--- config.mk ---
export PLATFORM = sky130hd
export DESIGN_NAME = hsl_to_rgb_converter_flat
export DESIGN_NICKNAME = d
export VERILOG_FILES = /design/src/rtl/hslrgb_pkg.sv /design/src/rtl/hslrgb_ifs.sv /design/src/rtl/hslrgb_chan.sv /design/src/rtl/hsl_to_rgb_converter.sv /design/src/flat_wrapper.sv
export SDC_FILE = /design/constraint.sdc
export NUM_CORES = 2
export LEC_CHECK = 0
export BUFFER_PORTS_ARGS = -buffer_cell sky130_fd_sc_hd__buf_2
export CAP_MARGIN = 20
export CORE_UTILIZATION = 55
export DETAILED_ROUTE_END_ITERATION = 8
export GPL_TIMING_DRIVEN = 0
export PLACE_DENSITY_LB_ADDON = 0.08
export SLEW_MARGIN = 20
export SYNTH_ARGS = -nofsm -noshare
export SYNTH_HDL_FRONTEND = slang
export SYNTH_SLANG_ARGS = --single-unit
--- constraint.sdc ---
create_clock -name i_clk -period 8.6 [get_ports i_clk]
set_clock_uncertainty 0.05 [all_clocks]
set_input_delay 0.86 -clock i_clk [delete_from_list [all_inputs] [get_ports i_clk]]
set_output_delay 0.86 -clock i_clk [all_outputs]
set_load 0.005 [all_outputs]
--- src/rtl/hslrgb_pkg.sv ---
`timescale 1ns / 1ps

package hslrgb_pkg;

    // Field widths of one colour on each side.
    localparam int HUE_W  = 16;
    localparam int UNIT_W = 12;
    localparam int BYTE_W = 8;

    // Clamped saturation and lightness run from 0 to 1024, where 1024 is 1.0.
    localparam int            CLAMP_W  = 11;
    localparam logic [10:0]   UNIT_ONE = 11'd1024;

    // Hue steps: 1/16 degree, 960 steps per 60 degree sector.
    localparam logic [12:0]   HUE_SECTOR = 13'd960;

    // Every channel is carried over the denominator 960 * 2^20.
    localparam int            VAL_W = 30;
    localparam logic [29:0]   DENOM = 30'd1006632960;

    // The six sector arrangements of chroma, intermediate and zero.
    typedef enum logic [2:0] {
        SEC_RED_YELLOW   = 3'd0,
        SEC_YELLOW_GREEN = 3'd1,
        SEC_GREEN_CYAN   = 3'd2,
        SEC_CYAN_BLUE    = 3'd3,
        SEC_BLUE_MAGENTA = 3'd4,
        SEC_MAGENTA_RED  = 3'd5
    } t_sector;

    // Load enables of the two channel stages.
    typedef struct packed {
        logic load_scale;
        logic load_byte;
    } t_chan_ctl;

    // Clamp a signed unit value into 0..1024.
    function automatic logic [10:0] clamp_unit(input logic signed [11:0] v);
        logic [10:0] res;
        if (v[11]) begin
            res = '0;
        end else if (v > 12'sd1024) begin
            res = UNIT_ONE;
        end else begin
            res = v[10:0];
        end
        return res;
    endfunction

endpackage

--- src/rtl/hslrgb_ifs.sv ---
`timescale 1ns / 1ps

// Request channel carrying one HSL colour.
interface hslrgb_hsl_if;
    logic                                     valid;
    logic                                     ready;
    logic signed [hslrgb_pkg::HUE_W-1:0]      hue;
    logic signed [hslrgb_pkg::UNIT_W-1:0]     saturation;
    logic signed [hslrgb_pkg::UNIT_W-1:0]     lightness;

    modport source (output valid, hue, saturation, lightness, input ready);
    modport sink   (input valid, hue, saturation, lightness, output ready);
endinterface

// Result channel carrying one RGB colour.
interface hslrgb_rgb_if;
    logic                              valid;
    logic                              ready;
    logic [hslrgb_pkg::BYTE_W-1:0]     red;
    logic [hslrgb_pkg::BYTE_W-1:0]     green;
    logic [hslrgb_pkg::BYTE_W-1:0]     blue;

    modport source (output valid, red, green, blue, input ready);
    modport sink   (input valid, red, green, blue, output ready);
endinterface

--- src/rtl/hslrgb_chan.sv ---
`timescale 1ns / 1ps

// One output channel: offset add, clamp, and rounding of v * 255 / D to a byte.
// round(v*255/D) = floor((510v + D) / (2D)), with 2D = 15 * 2^27.
module hslrgb_chan (
    input  logic                              i_clk,
    input  hslrgb_pkg::t_chan_ctl             i_ctl,
    input  logic [hslrgb_pkg::VAL_W-1:0]      i_sel,
    input  logic [hslrgb_pkg::VAL_W-1:0]      i_ofs,
    output logic [hslrgb_pkg::BYTE_W-1:0]     o_byte
);

    localparam logic [12:0] RECIP_15 = 13'd4370;   // ceil(2^16 / 15)

    logic [30:0] sum;
    logic [29:0] val;
    logic [39:0] scaled;
    logic [24:0] quot;
    logic [11:0] r_scaled;
    logic [7:0]  r_byte;

    always_comb begin
        sum    = 31'(i_sel) + 31'(i_ofs);
        val    = (sum > 31'(hslrgb_pkg::DENOM)) ? hslrgb_pkg::DENOM : sum[29:0];
        scaled = (40'(val) << 9) - (40'(val) << 1) + 40'(hslrgb_pkg::DENOM);
        quot   = 25'(r_scaled) * 25'(RECIP_15);
    end

    always_ff @(posedge i_clk) begin
        if (i_ctl.load_scale) begin
            r_scaled <= scaled[38:27];
        end
        if (i_ctl.load_byte) begin
            r_byte <= quot[23:16];
        end
    end

    assign o_byte = r_byte;

endmodule

--- src/rtl/hsl_to_rgb_converter.sv ---
`timescale 1ns / 1ps
// HSL to RGB colour converter, six register stages deep.
// A request moves through the stage 1 to 6 registers in order, and its
// result is offered from the stage 6 registers.
// Throughput: one colour per cycle; each stage moves on when it is empty or
// its successor moves, so a stalled output only holds back occupied stages.
// Reset clears the stage valid bits only; the data registers are not reset.
module hsl_to_rgb_converter (
    input  logic                  i_clk,
    input  logic                  i_rst_n,
    hslrgb_hsl_if.sink            i_hsl,
    hslrgb_rgb_if.source          o_rgb
);

    // The hue is biased to unsigned by flipping its sign bit, which adds 32768.
    // 32768 mod 5760 is 3968, so adding a further 1792 makes the biased value
    // congruent to the true hue modulo 5760. Since 5760 = 45 * 128, the
    // remainder is (a mod 45) * 128 plus the low seven bits, with a = v >> 7.
    localparam logic [16:0] HUE_BIAS  = 17'd1792;
    localparam logic [10:0] RECIP_45  = 11'd1457;   // ceil(2^16 / 45)
    localparam logic [9:0]  DIV_45    = 10'd45;

    // Stage valid bits and per-stage advance enables.
    logic [6:1] r_vld;
    logic [7:1] en;

    always_comb begin
        en[7] = o_rgb.ready;
        en[6] = !r_vld[6] || en[7];
        en[5] = !r_vld[5] || en[6];
        en[4] = !r_vld[4] || en[5];
        en[3] = !r_vld[3] || en[4];
        en[2] = !r_vld[2] || en[3];
        en[1] = !r_vld[1] || en[2];
    end

    assign i_hsl.ready = en[1];

    always_ff @(posedge i_clk) begin
        if (!i_rst_n) begin
            r_vld <= '0;
        end else begin
            if (en[1]) r_vld[1] <= i_hsl.valid;
            if (en[2]) r_vld[2] <= r_vld[1];
            if (en[3]) r_vld[3] <= r_vld[2];
            if (en[4]) r_vld[4] <= r_vld[3];
            if (en[5]) r_vld[5] <= r_vld[4];
            if (en[6]) r_vld[6] <= r_vld[5];
        end
    end

    // Stage 1: bias the hue, estimate its quotient by 45 * 128, clamp S and L.
    logic [16:0] hue_biased;
    logic [9:0]  hue_hi;
    logic [19:0] quot_prod;
    logic [9:0]  r1_hue_hi;
    logic [6:0]  r1_hue_lo;
    logic [3:0]  r1_quot;
    logic [10:0] r1_sat;
    logic [10:0] r1_lit;

    always_comb begin
        hue_biased = {1'b0, ~i_hsl.hue[15], i_hsl.hue[14:0]} + HUE_BIAS;
        hue_hi     = hue_biased[16:7];
        quot_prod  = 20'(hue_hi) * 20'(RECIP_45);
    end

    always_ff @(posedge i_clk) begin
        if (en[1]) begin
            r1_hue_hi <= hue_hi;
            r1_hue_lo <= hue_biased[6:0];
            r1_quot   <= quot_prod[19:16];
            r1_sat    <= hslrgb_pkg::clamp_unit(i_hsl.saturation);
            r1_lit    <= hslrgb_pkg::clamp_unit(i_hsl.lightness);
        end
    end

    // Stage 2: finish the hue reduction and form chroma = (1 - |2L - 1|) * S,
    // scaled by 2^20.
    logic [9:0]  hue_rem;
    logic [11:0] lit_dbl;
    logic [11:0] lit_dev;
    logic [10:0] lit_span;
    logic [20:0] chroma;
    logic [12:0] r2_hue;
    logic [20:0] r2_chroma;
    logic [10:0] r2_lit;

    always_comb begin
        hue_rem  = r1_hue_hi - 10'(r1_quot) * DIV_45;
        lit_dbl  = {r1_lit, 1'b0};
        lit_dev  = (lit_dbl >= 12'(hslrgb_pkg::UNIT_ONE))
                 ? lit_dbl - 12'(hslrgb_pkg::UNIT_ONE)
                 : 12'(hslrgb_pkg::UNIT_ONE) - lit_dbl;
        lit_span = 11'(12'(hslrgb_pkg::UNIT_ONE) - lit_dev);
        chroma   = 21'(lit_span) * 21'(r1_sat);
    end

    always_ff @(posedge i_clk) begin
        if (en[2]) begin
            r2_hue    <= {hue_rem[5:0], r1_hue_lo};
            r2_chroma <= chroma;
            r2_lit    <= r1_lit;
        end
    end

    // Stage 3: find the sector and the position within the 120 degree span.
    // The intermediate factor is 960 - |pos - 960|. Chroma and the lightness
    // offset m = L - C/2 are brought onto the common denominator here.
    hslrgb_pkg::t_sector sector;
    logic [12:0] span_base;
    logic [10:0] span_pos;
    logic [9:0]  x_factor;
    logic [29:0] chroma_full;
    logic [29:0] offset;
    hslrgb_pkg::t_sector r3_sector;
    logic [9:0]  r3_x_factor;
    logic [20:0] r3_chroma;
    logic [29:0] r3_c;
    logic [29:0] r3_m;

    always_comb begin
        if (r2_hue >= 5 * hslrgb_pkg::HUE_SECTOR) begin
            sector = hslrgb_pkg::SEC_MAGENTA_RED;
        end else if (r2_hue >= 4 * hslrgb_pkg::HUE_SECTOR) begin
            sector = hslrgb_pkg::SEC_BLUE_MAGENTA;
        end else if (r2_hue >= 3 * hslrgb_pkg::HUE_SECTOR) begin
            sector = hslrgb_pkg::SEC_CYAN_BLUE;
        end else if (r2_hue >= 2 * hslrgb_pkg::HUE_SECTOR) begin
            sector = hslrgb_pkg::SEC_GREEN_CYAN;
        end else if (r2_hue >= hslrgb_pkg::HUE_SECTOR) begin
            sector = hslrgb_pkg::SEC_YELLOW_GREEN;
        end else begin
            sector = hslrgb_pkg::SEC_RED_YELLOW;
        end

        // Pairs of sectors share one 120 degree span.
        span_base = 13'(sector[2:1]) * 13'(2 * hslrgb_pkg::HUE_SECTOR);
        span_pos  = 11'(r2_hue - span_base);
        x_factor  = (span_pos < 11'(hslrgb_pkg::HUE_SECTOR))
                  ? span_pos[9:0]
                  : 10'(11'(2 * hslrgb_pkg::HUE_SECTOR) - span_pos);

        // 960 = 1024 - 64 and 480 = 512 - 32, so only shifts and adds.
        chroma_full = (30'(r2_chroma) << 10) - (30'(r2_chroma) << 6);
        offset      = ((30'(r2_lit) << 20) - (30'(r2_lit) << 16))
                    - ((30'(r2_chroma) << 9) - (30'(r2_chroma) << 5));
    end

    always_ff @(posedge i_clk) begin
        if (en[3]) begin
            r3_sector   <= sector;
            r3_x_factor <= x_factor;
            r3_chroma   <= r2_chroma;
            r3_c        <= chroma_full;
            r3_m        <= offset;
        end
    end

    // Stage 4: intermediate value x = chroma * factor, which never exceeds
    // the common denominator and so fits in 30 bits.
    logic [29:0] x_prod;
    hslrgb_pkg::t_sector r4_sector;
    logic [29:0] r4_x;
    logic [29:0] r4_c;
    logic [29:0] r4_m;

    assign x_prod = 30'(r3_chroma) * 30'(r3_x_factor);

    always_ff @(posedge i_clk) begin
        if (en[4]) begin
            r4_sector <= r3_sector;
            r4_x      <= x_prod;
            r4_c      <= r3_c;
            r4_m      <= r3_m;
        end
    end

    // Sector arrangement of (c, x, 0) onto red, green and blue.
    logic [29:0] red_sel;
    logic [29:0] green_sel;
    logic [29:0] blue_sel;

    always_comb begin
        unique case (r4_sector)
            hslrgb_pkg::SEC_RED_YELLOW: begin
                red_sel = r4_c; green_sel = r4_x; blue_sel = '0;
            end
            hslrgb_pkg::SEC_YELLOW_GREEN: begin
                red_sel = r4_x; green_sel = r4_c; blue_sel = '0;
            end
            hslrgb_pkg::SEC_GREEN_CYAN: begin
                red_sel = '0; green_sel = r4_c; blue_sel = r4_x;
            end
            hslrgb_pkg::SEC_CYAN_BLUE: begin
                red_sel = '0; green_sel = r4_x; blue_sel = r4_c;
            end
            hslrgb_pkg::SEC_BLUE_MAGENTA: begin
                red_sel = r4_x; green_sel = '0; blue_sel = r4_c;
            end
            default: begin
                red_sel = r4_c; green_sel = '0; blue_sel = r4_x;
            end
        endcase
    end

    // Stages 5 and 6 live in the channel units: offset, clamp and rounding.
    hslrgb_pkg::t_chan_ctl chan_ctl;

    always_comb begin
        chan_ctl.load_scale = en[5];
        chan_ctl.load_byte  = en[6];
    end

    hslrgb_chan u_red (
        .i_clk  (i_clk),
        .i_ctl  (chan_ctl),
        .i_sel  (red_sel),
        .i_ofs  (r4_m),
        .o_byte (o_rgb.red)
    );

    hslrgb_chan u_green (
        .i_clk  (i_clk),
        .i_ctl  (chan_ctl),
        .i_sel  (green_sel),
        .i_ofs  (r4_m),
        .o_byte (o_rgb.green)
    );

    hslrgb_chan u_blue (
        .i_clk  (i_clk),
        .i_ctl  (chan_ctl),
        .i_sel  (blue_sel),
        .i_ofs  (r4_m),
        .o_byte (o_rgb.blue)
    );

    assign o_rgb.valid = r_vld[6];

endmodule

--- src/flat_wrapper.sv ---
// flat-port wrapper written by rule: the top's interface ports become plain ports
module hsl_to_rgb_converter_flat 
  (i_clk, i_rst_n, i_hsl_valid, i_hsl_hue, i_hsl_saturation, i_hsl_lightness, i_hsl_ready, o_rgb_valid, o_rgb_red, o_rgb_green, o_rgb_blue, o_rgb_ready);
  hslrgb_hsl_if i_hsl_i ();
  hslrgb_rgb_if o_rgb_i ();
  input  logic i_clk;
  input  logic i_rst_n;
  input wire logic [$bits(i_hsl_i.valid)-1:0] i_hsl_valid;
  input wire logic [$bits(i_hsl_i.hue)-1:0] i_hsl_hue;
  input wire logic [$bits(i_hsl_i.saturation)-1:0] i_hsl_saturation;
  input wire logic [$bits(i_hsl_i.lightness)-1:0] i_hsl_lightness;
  output wire logic [$bits(i_hsl_i.ready)-1:0] i_hsl_ready;
  output wire logic [$bits(o_rgb_i.valid)-1:0] o_rgb_valid;
  output wire logic [$bits(o_rgb_i.red)-1:0] o_rgb_red;
  output wire logic [$bits(o_rgb_i.green)-1:0] o_rgb_green;
  output wire logic [$bits(o_rgb_i.blue)-1:0] o_rgb_blue;
  input wire logic [$bits(o_rgb_i.ready)-1:0] o_rgb_ready;
  assign i_hsl_i.valid = i_hsl_valid;
  assign i_hsl_i.hue = i_hsl_hue;
  assign i_hsl_i.saturation = i_hsl_saturation;
  assign i_hsl_i.lightness = i_hsl_lightness;
  assign i_hsl_ready = i_hsl_i.ready;
  assign o_rgb_valid = o_rgb_i.valid;
  assign o_rgb_red = o_rgb_i.red;
  assign o_rgb_green = o_rgb_i.green;
  assign o_rgb_blue = o_rgb_i.blue;
  assign o_rgb_i.ready = o_rgb_ready;
  hsl_to_rgb_converter u_core (.i_clk(i_clk), .i_rst_n(i_rst_n), .i_hsl(i_hsl_i), .o_rgb(o_rgb_i));
endmodule
Word-level counts from Yosys, hierarchy flattened
Index checks and enable logic that the tools add are counted.
- register bits after elaboration: 337
- input bits: 44
- output and inout bits: 26
- logic and storage cells: 113
- add/sub/neg operators: 20
- $mul: 8
- magnitude comparators: 12
- equal/unequal tests: 4
- multiplexer cells: 15
- bitwise gates (word level): 1
- reduce and logical (&&, ||, !) cells: 21
- operators by type and width (kind ; count):
    one-hot mux 30 bit (2 select lines) ; 3
    adder 39 x 30 -> 39 bit, second input constant ; 3
    subtractor 39 x 31 -> 39 bit ; 3
    adder 30 x 30 -> 31 bit ; 3
    greater-than comparator 31 x 30 -> 1 bit, second input constant ; 3
    2-to-1 mux 30 bit ; 3
    multiplier 12 x 12 -> 23 bit, second input constant ; 3
    subtractor 30 x 27 -> 30 bit ; 2
    2-to-1 mux 11 bit ; 3
    multiplier 21 x 10 -> 30 bit ; 1
    subtractor 30 x 26 -> 30 bit ; 1
    subtractor 30 bit ; 1
    >= comparator 13 x 12 -> 1 bit, second input constant ; 2
    greater-than comparator 12 bit, second input constant ; 2
    subtractor 11 bit, first input constant ; 2
    multiplier 11 x 11 -> 21 bit ; 1
    multiplier 10 x 11 -> 20 bit, second input constant ; 1
    adder 16 x 11 -> 17 bit, second input constant ; 1
    OR reduction 2 bit ; 8
    >= comparator 13 x 10 -> 1 bit, second input constant ; 1
    >= comparator 13 x 11 -> 1 bit, second input constant ; 1
    >= comparator 13 bit, second input constant ; 1
    >= comparator 12 x 11 -> 1 bit, second input constant ; 1
    2-to-1 mux 3 bit ; 4
    16 further kinds ; 27

Longest topological paths before layout
- depth after elaboration: 10
- depth in mapped cells: 36
- mapped depth without buffers: 33

By module
From an unflattened synthesis, not the netlist that was laid out.
- cell total of the unflattened synthesis: 4395
- area, all modules: 40836.7 µm²
- modules (own cells, without submodules) (module ; times used ; cells each ; area an instance (µm²) ; sequential area each (µm²)):
    hsl_to_rgb_converter ; 1 ; 2232 ; 23790.3 ; 7297.0
    hslrgb_chan (u_core.u_blue) ; 1 ; 775 ; 6064.6 ; 600.6
    hslrgb_chan (u_core.u_green) ; 1 ; 715 ; 5564.1 ; 600.6
    hslrgb_chan (u_core.u_red) ; 1 ; 673 ; 5417.7 ; 600.6

Worst setup path before layout
No wires, ideal clock.
- path kind: register to register
- from: register u_core.r4_sector[0]
- to: register u_core.u_red.r_scaled[11], data pin
- setup time: 0.258 ns
- arrival: 7.047 ns
- required time: 8.292 ns
- setup slack: 1.246 ns
- stages on the path, launching flop included: 35
- buffers on the path: 3
- period minus slack after synthesis: 7.354 ns
- path through: edfxtp_1 -> nand2b_1 -> a21oi_1 -> clkbuf_1 -> clkbuf_1 -> and2_1 -> ha_1 -> inv_1 -> fa_1 -> nand2b_1 -> a21o_1 -> a211o_1 -> a211oi_1 -> or2_2 -> o311ai_1 -> and4_1 -> o31ai_1 -> nor2b_1 -> clkbuf_1 -> nand2_1 -> ha_1 -> ha_1 -> a21o_1 -> a21oi_1 -> nor2b_1 -> o21ai_0 -> nand2b_1 -> a21oi_1 -> o221ai_1 -> nor4_1 -> a21oi_2 -> a221oi_2 -> o211ai_1 -> a31o_2 -> xnor2_1
- cells in the longest elaborated chain, start to end: 8
- elaborated cells between the ends (all ways): 12
- classes of those cells: 3 x add/sub; 1 x order compare; 4 x eq/ne; 2 x mux; 2 x reduce/logical
- RTL lines (what ; RTL line ; source):
    start, declared ; hsl_to_rgb_converter.sv:163 ; hslrgb_pkg::t_sector r4_sector;
    start signal, assigned ; hsl_to_rgb_converter.sv:172 ; r4_sector <= r3_sector;
    == test 3 x 1 -> 1 bit, or another cell as far along ; hsl_to_rgb_converter.sv:185 ; unique case (r4_sector)
    OR reduction 2 bit (no line) ; -- ;
    one-hot mux 30 bit (2 select lines) * ; hsl_to_rgb_converter.sv:185 ;
    adder 30 x 30 -> 31 bit * ; hslrgb_chan.sv:23 ; sum = 31'(i_sel) + 31'(i_ofs);
    greater-than comparator 31 x 30 -> 1 bit ; hslrgb_chan.sv:24 ; val = (sum > 31'(hslrgb_pkg::DENOM)) ? hslrgb_pkg::DENOM : sum[29:0];
    2-to-1 mux 30 bit * ; hslrgb_chan.sv:24 ;
    subtractor 39 x 31 -> 39 bit * ; hslrgb_chan.sv:25 ; scaled = (40'(val) << 9) - (40'(val) << 1) + 40'(hslrgb_pkg::DENOM);
    adder 39 x 30 -> 39 bit * ; hslrgb_chan.sv:25 ;
    named net u_core.u_red.scaled[38] ; hslrgb_chan.sv:17 ; logic [39:0] scaled;
    end signal, assigned ; hslrgb_chan.sv:31 ; r_scaled <= scaled[38:27];
    end, declared ; hslrgb_chan.sv:19 ; logic [11:0] r_scaled;
The timed path passes the listed nets; every way through them passes the cells marked *.
A chain may end at the register's enable or synchronous reset.

Final worst setup path
- from: register u_core.r4_sector[2]
- to: register u_core.u_red.r_scaled[11], data pin
The elaborated chain is that of the path after synthesis.

==> impl_results.md <==
* Fillers at between 5000 and 6000
* Largest cells by area after synthesis: edfxtp_1 (24%), ha_1 (21%), fa_1 (15%)
* Unrepaired setup endpoints after global routing: true
* CP Class: flip-flop to flip-flop
* Final Wtd Congestion at 0.961
* Grt total ovfl at 0
* Worst Hold Path Cells at 0
* Die span in y at between 200 and 300 um
* Worst Path Max Fanout at 10
* Dominant cell type by area after synthesis: edfxtp_1
* Slew headroom at 0.441
* Fmax at 123 MHz
* Met2 wire len at 40700 um
* Final ANT Viol Nets at 0
* Root buffer cell: clkbuf_16
* Hold-fix buffers, CTS at 0
* Worst Hold Class: flip-flop to flip-flop
* Worst Max-Slew Pin Slew at around 0.83 ns
* Hold slack final at 0.356 ns
* Vias per inst at roughly 5.6
* First-pass GRT wire length at around 140000 um
* Row count at 95
* Sink Count at 305
* Slew Limit Fails at 0
* Residual DRC at 0
* Clock buffer depth at 3
* Final setup margin at around 0.49 ns
* Fin crit period at roughly 8.1 ns
* Core area at 67200 um^2
* Die area at 68900 um^2
* Share of the synthesized area in the top cell type at 0.241
* R2r endpoint: u_core.u_red.r_scaled[11]$_DFFE_PP_
* HPWL after DPL at 70600 um
* WL final at 86000 um
* Worst R2R Setup Slack at 0.49 ns
* Status: completed
* DR pass1 iterations at 5
* Avg Cell Area, Syn at just under 10 um^2
* Sequential fraction of the synthesis area at 0.244
* Synth Net Count at approximately 4800
* Yosys cell types at 89
* CP max stage cell: edfxtp_1
* Layout cells sized above 1 at 0.0547
* Crit end category: flip-flop
* Post-synthesis cell count at 3843
* Final Net Count at 4906
* Die Width at ~260 um
* WP data required at ~8.9 ns
* Clock slew at reported path FFs at about 0.060 ns
* Initial DRC Count at 1590
* Routed len/inst at between 15 and 20 um
* Io pins at 70
* CP arrival at 8.38 ns
* Initial antenna violation count at 0
* Hold_sp: u_core.r3_m[10]$_DFFE_PP_
* Critical Path Start Type: flip-flop
* TritonCTS buffer count at 38
* Vias in the first global route at about 27000
* Synth Flop Type: edfxtp_1
* Final Hold Vio Count at 0
* DR top layer: met4
* R2R depth at 32
* M1 WL at around 39000 um
* Final setup TNS at 0 ns
* Multi-input gate area at ~26000 um^2
* DR WL met3 at around 4100 um
* Commonest cells after routing, fill and taps aside: ha_1 (620), inv_1 (534), nand2_1 (318)
* Max-Cap Viols at 0
* Initial core utilization at 0.555
* Period Utilization, post-route at 0.943
* Commonest non-fill, non-tap cell in the layout: ha_1
* TritonCTS clock tree: built
* Clock Latency Late Sink at 0.58 ns
* CP max stage delay at between 0.5 and 0.6 ns
* Hold path endpoint: u_core.r4_m[10]$_DFFE_PP_
* FF+latch area at a little over 9000 um^2
* YS warnings at 0
* GRT Util Overall at 0.254
* Via count at between 20000 and 30000
* Worst reg2reg path startpoint: u_core.r4_sector[2]$_DFFE_PP_
* Synth async-reset ratio at 0
* Number of buffers added on ports at 67
* Area Growth Syn to Fin at 7.93%
* Post-place setup slack at -0.608 ns
* Mapped cell area at approximately 37000 um^2
* Number of synthesized register bits at a little over 300
* H-tree Lvls at 2
* Number of synthesized flops with an enable pin at approximately 300
* Final number of setup-violating endpoints at 0
* Largest net degree at the start of global routing at 62
-- worst max-delay path, delay by kind of cell, from the launching register on --
family,cells,cell delay (ns)
adder cells (fa/ha/maj),3,0.74
AND/OR/NAND/NOR,10,2.30
flip-flops,1,0.56
XOR/XNOR,1,0.11
buffers and inverters,3,0.72
AO/OA/AOI/OAI,15,3.33
-- cell families after synthesis --
family	synth area share
mux	0.00335
xor+xnor	0.0592
buf+inv	0.0649
simple gates	0.138
flops	0.244
fa+ha+maj	0.360
compound gates	0.130
-- synthesized netlist by cell type (all sizes together) (6+ instances only) --
cell and count:
a2111oi 10, a211oi 23, a21boi 13, a21o 98, a21oi 181, a22o 71
a31o 9, a31oi 15, and2 194, and3 50, buf 9, clkbuf 98
dfxtp 6, edfxtp 299, fa 284, ha 620, inv 537, mux2i 8
nand2 320, nand2b 32, nand3 45, nand3b 7, nand4 31, nor2 167
nor2b 49, nor3 53, nor3b 7, nor4 24, o2111ai 6, o211ai 14
o21a 35, o21ai 105, o21bai 30, o31ai 18, o41ai 7, or2 10
or3 18, or4 6, xnor2 172, xor2 80
-- how the worst max path moves through the flow --
stage | from | depth (start not counted) | to
after floorplan | u_core.r4_sector[0]$_DFFE_PP_ | 34 | u_core.u_red.r_scaled[11]$_DFFE_PP_
after global placement | u_core.r4_sector[0]$_DFFE_PP_ | 34 | u_core.u_red.r_scaled[11]$_DFFE_PP_
after detailed placement | u_core.r4_sector[0]$_DFFE_PP_ | 34 | u_core.u_red.r_scaled[11]$_DFFE_PP_
after CTS | u_core.r4_sector[1]$_DFFE_PP_ | 35 | u_core.u_green.r_scaled[11]$_DFFE_PP_
after global routing | u_core.r4_sector[1]$_DFFE_PP_ | 35 | u_core.u_green.r_scaled[11]$_DFFE_PP_
final | u_core.r4_sector[2]$_DFFE_PP_ | 32 | u_core.u_red.r_scaled[11]$_DFFE_PP_
-- routing by layer --
layer	vias up	GRT usage
met5	-	0
met4	0	0.0601
met3	123	0.0315
met2	588	0.432
met1	13000	0.344
li1	13500	-
-- registers in the layout, indices dropped and copies added, names as in the netlist, 10 cells and up --
name and count:
u_core.r4_m 24, u_core.r4_c 22, u_core.r3_m 24, u_core.r3_c 22
u_core.r3_chroma 19, u_core.u_green.r_scaled 12, u_core.r3_x_factor 10, u_core.r2_chroma 20
u_core.u_red.r_scaled 12, u_core.u_blue.r_scaled 12, u_core.r2_lit 11, u_core.r4_x 29
u_core.r2_hue 13, u_core.r1_sat 11, u_core.r1_lit 11
-- area by class of cell --
type                            count  area share
Multi-Input combinational cell   2894       0.643
Clock inverter                     26     0.00718
Tap cell                          873      0.0271
Inverter                          537      0.0502
Sequential cell                   305       0.226
Timing Repair Buffer               77      0.0121
Buffer                            105      0.0105
Antenna cell                        1   0.0000622
Clock buffer                       40      0.0238
-- repair_timing --
item / in CTS / in global routing
pin swaps: 0 / 1
setup buffers: 0 / 5
setup endpoints to repair: 18 / 34
resized for setup: 6 / 53
-- stage by stage --
step / cell area [um^2] / util / std cells
2_1_floorplan: 37300 / - / 3843
4_1_cts: 40100 / 0.598 / 4853
5_1_grt: 40300 / 0.599 / 4857
3_3_place_gp: 38700 / 0.577 / 4783
6_report: 40300 / 0.599 / 4858
3_5_place_dp: 38900 / 0.579 / 4788
Power is not shown: default switching activity piles up to over one toggle a cycle in this logic, so the estimate is an artifact.
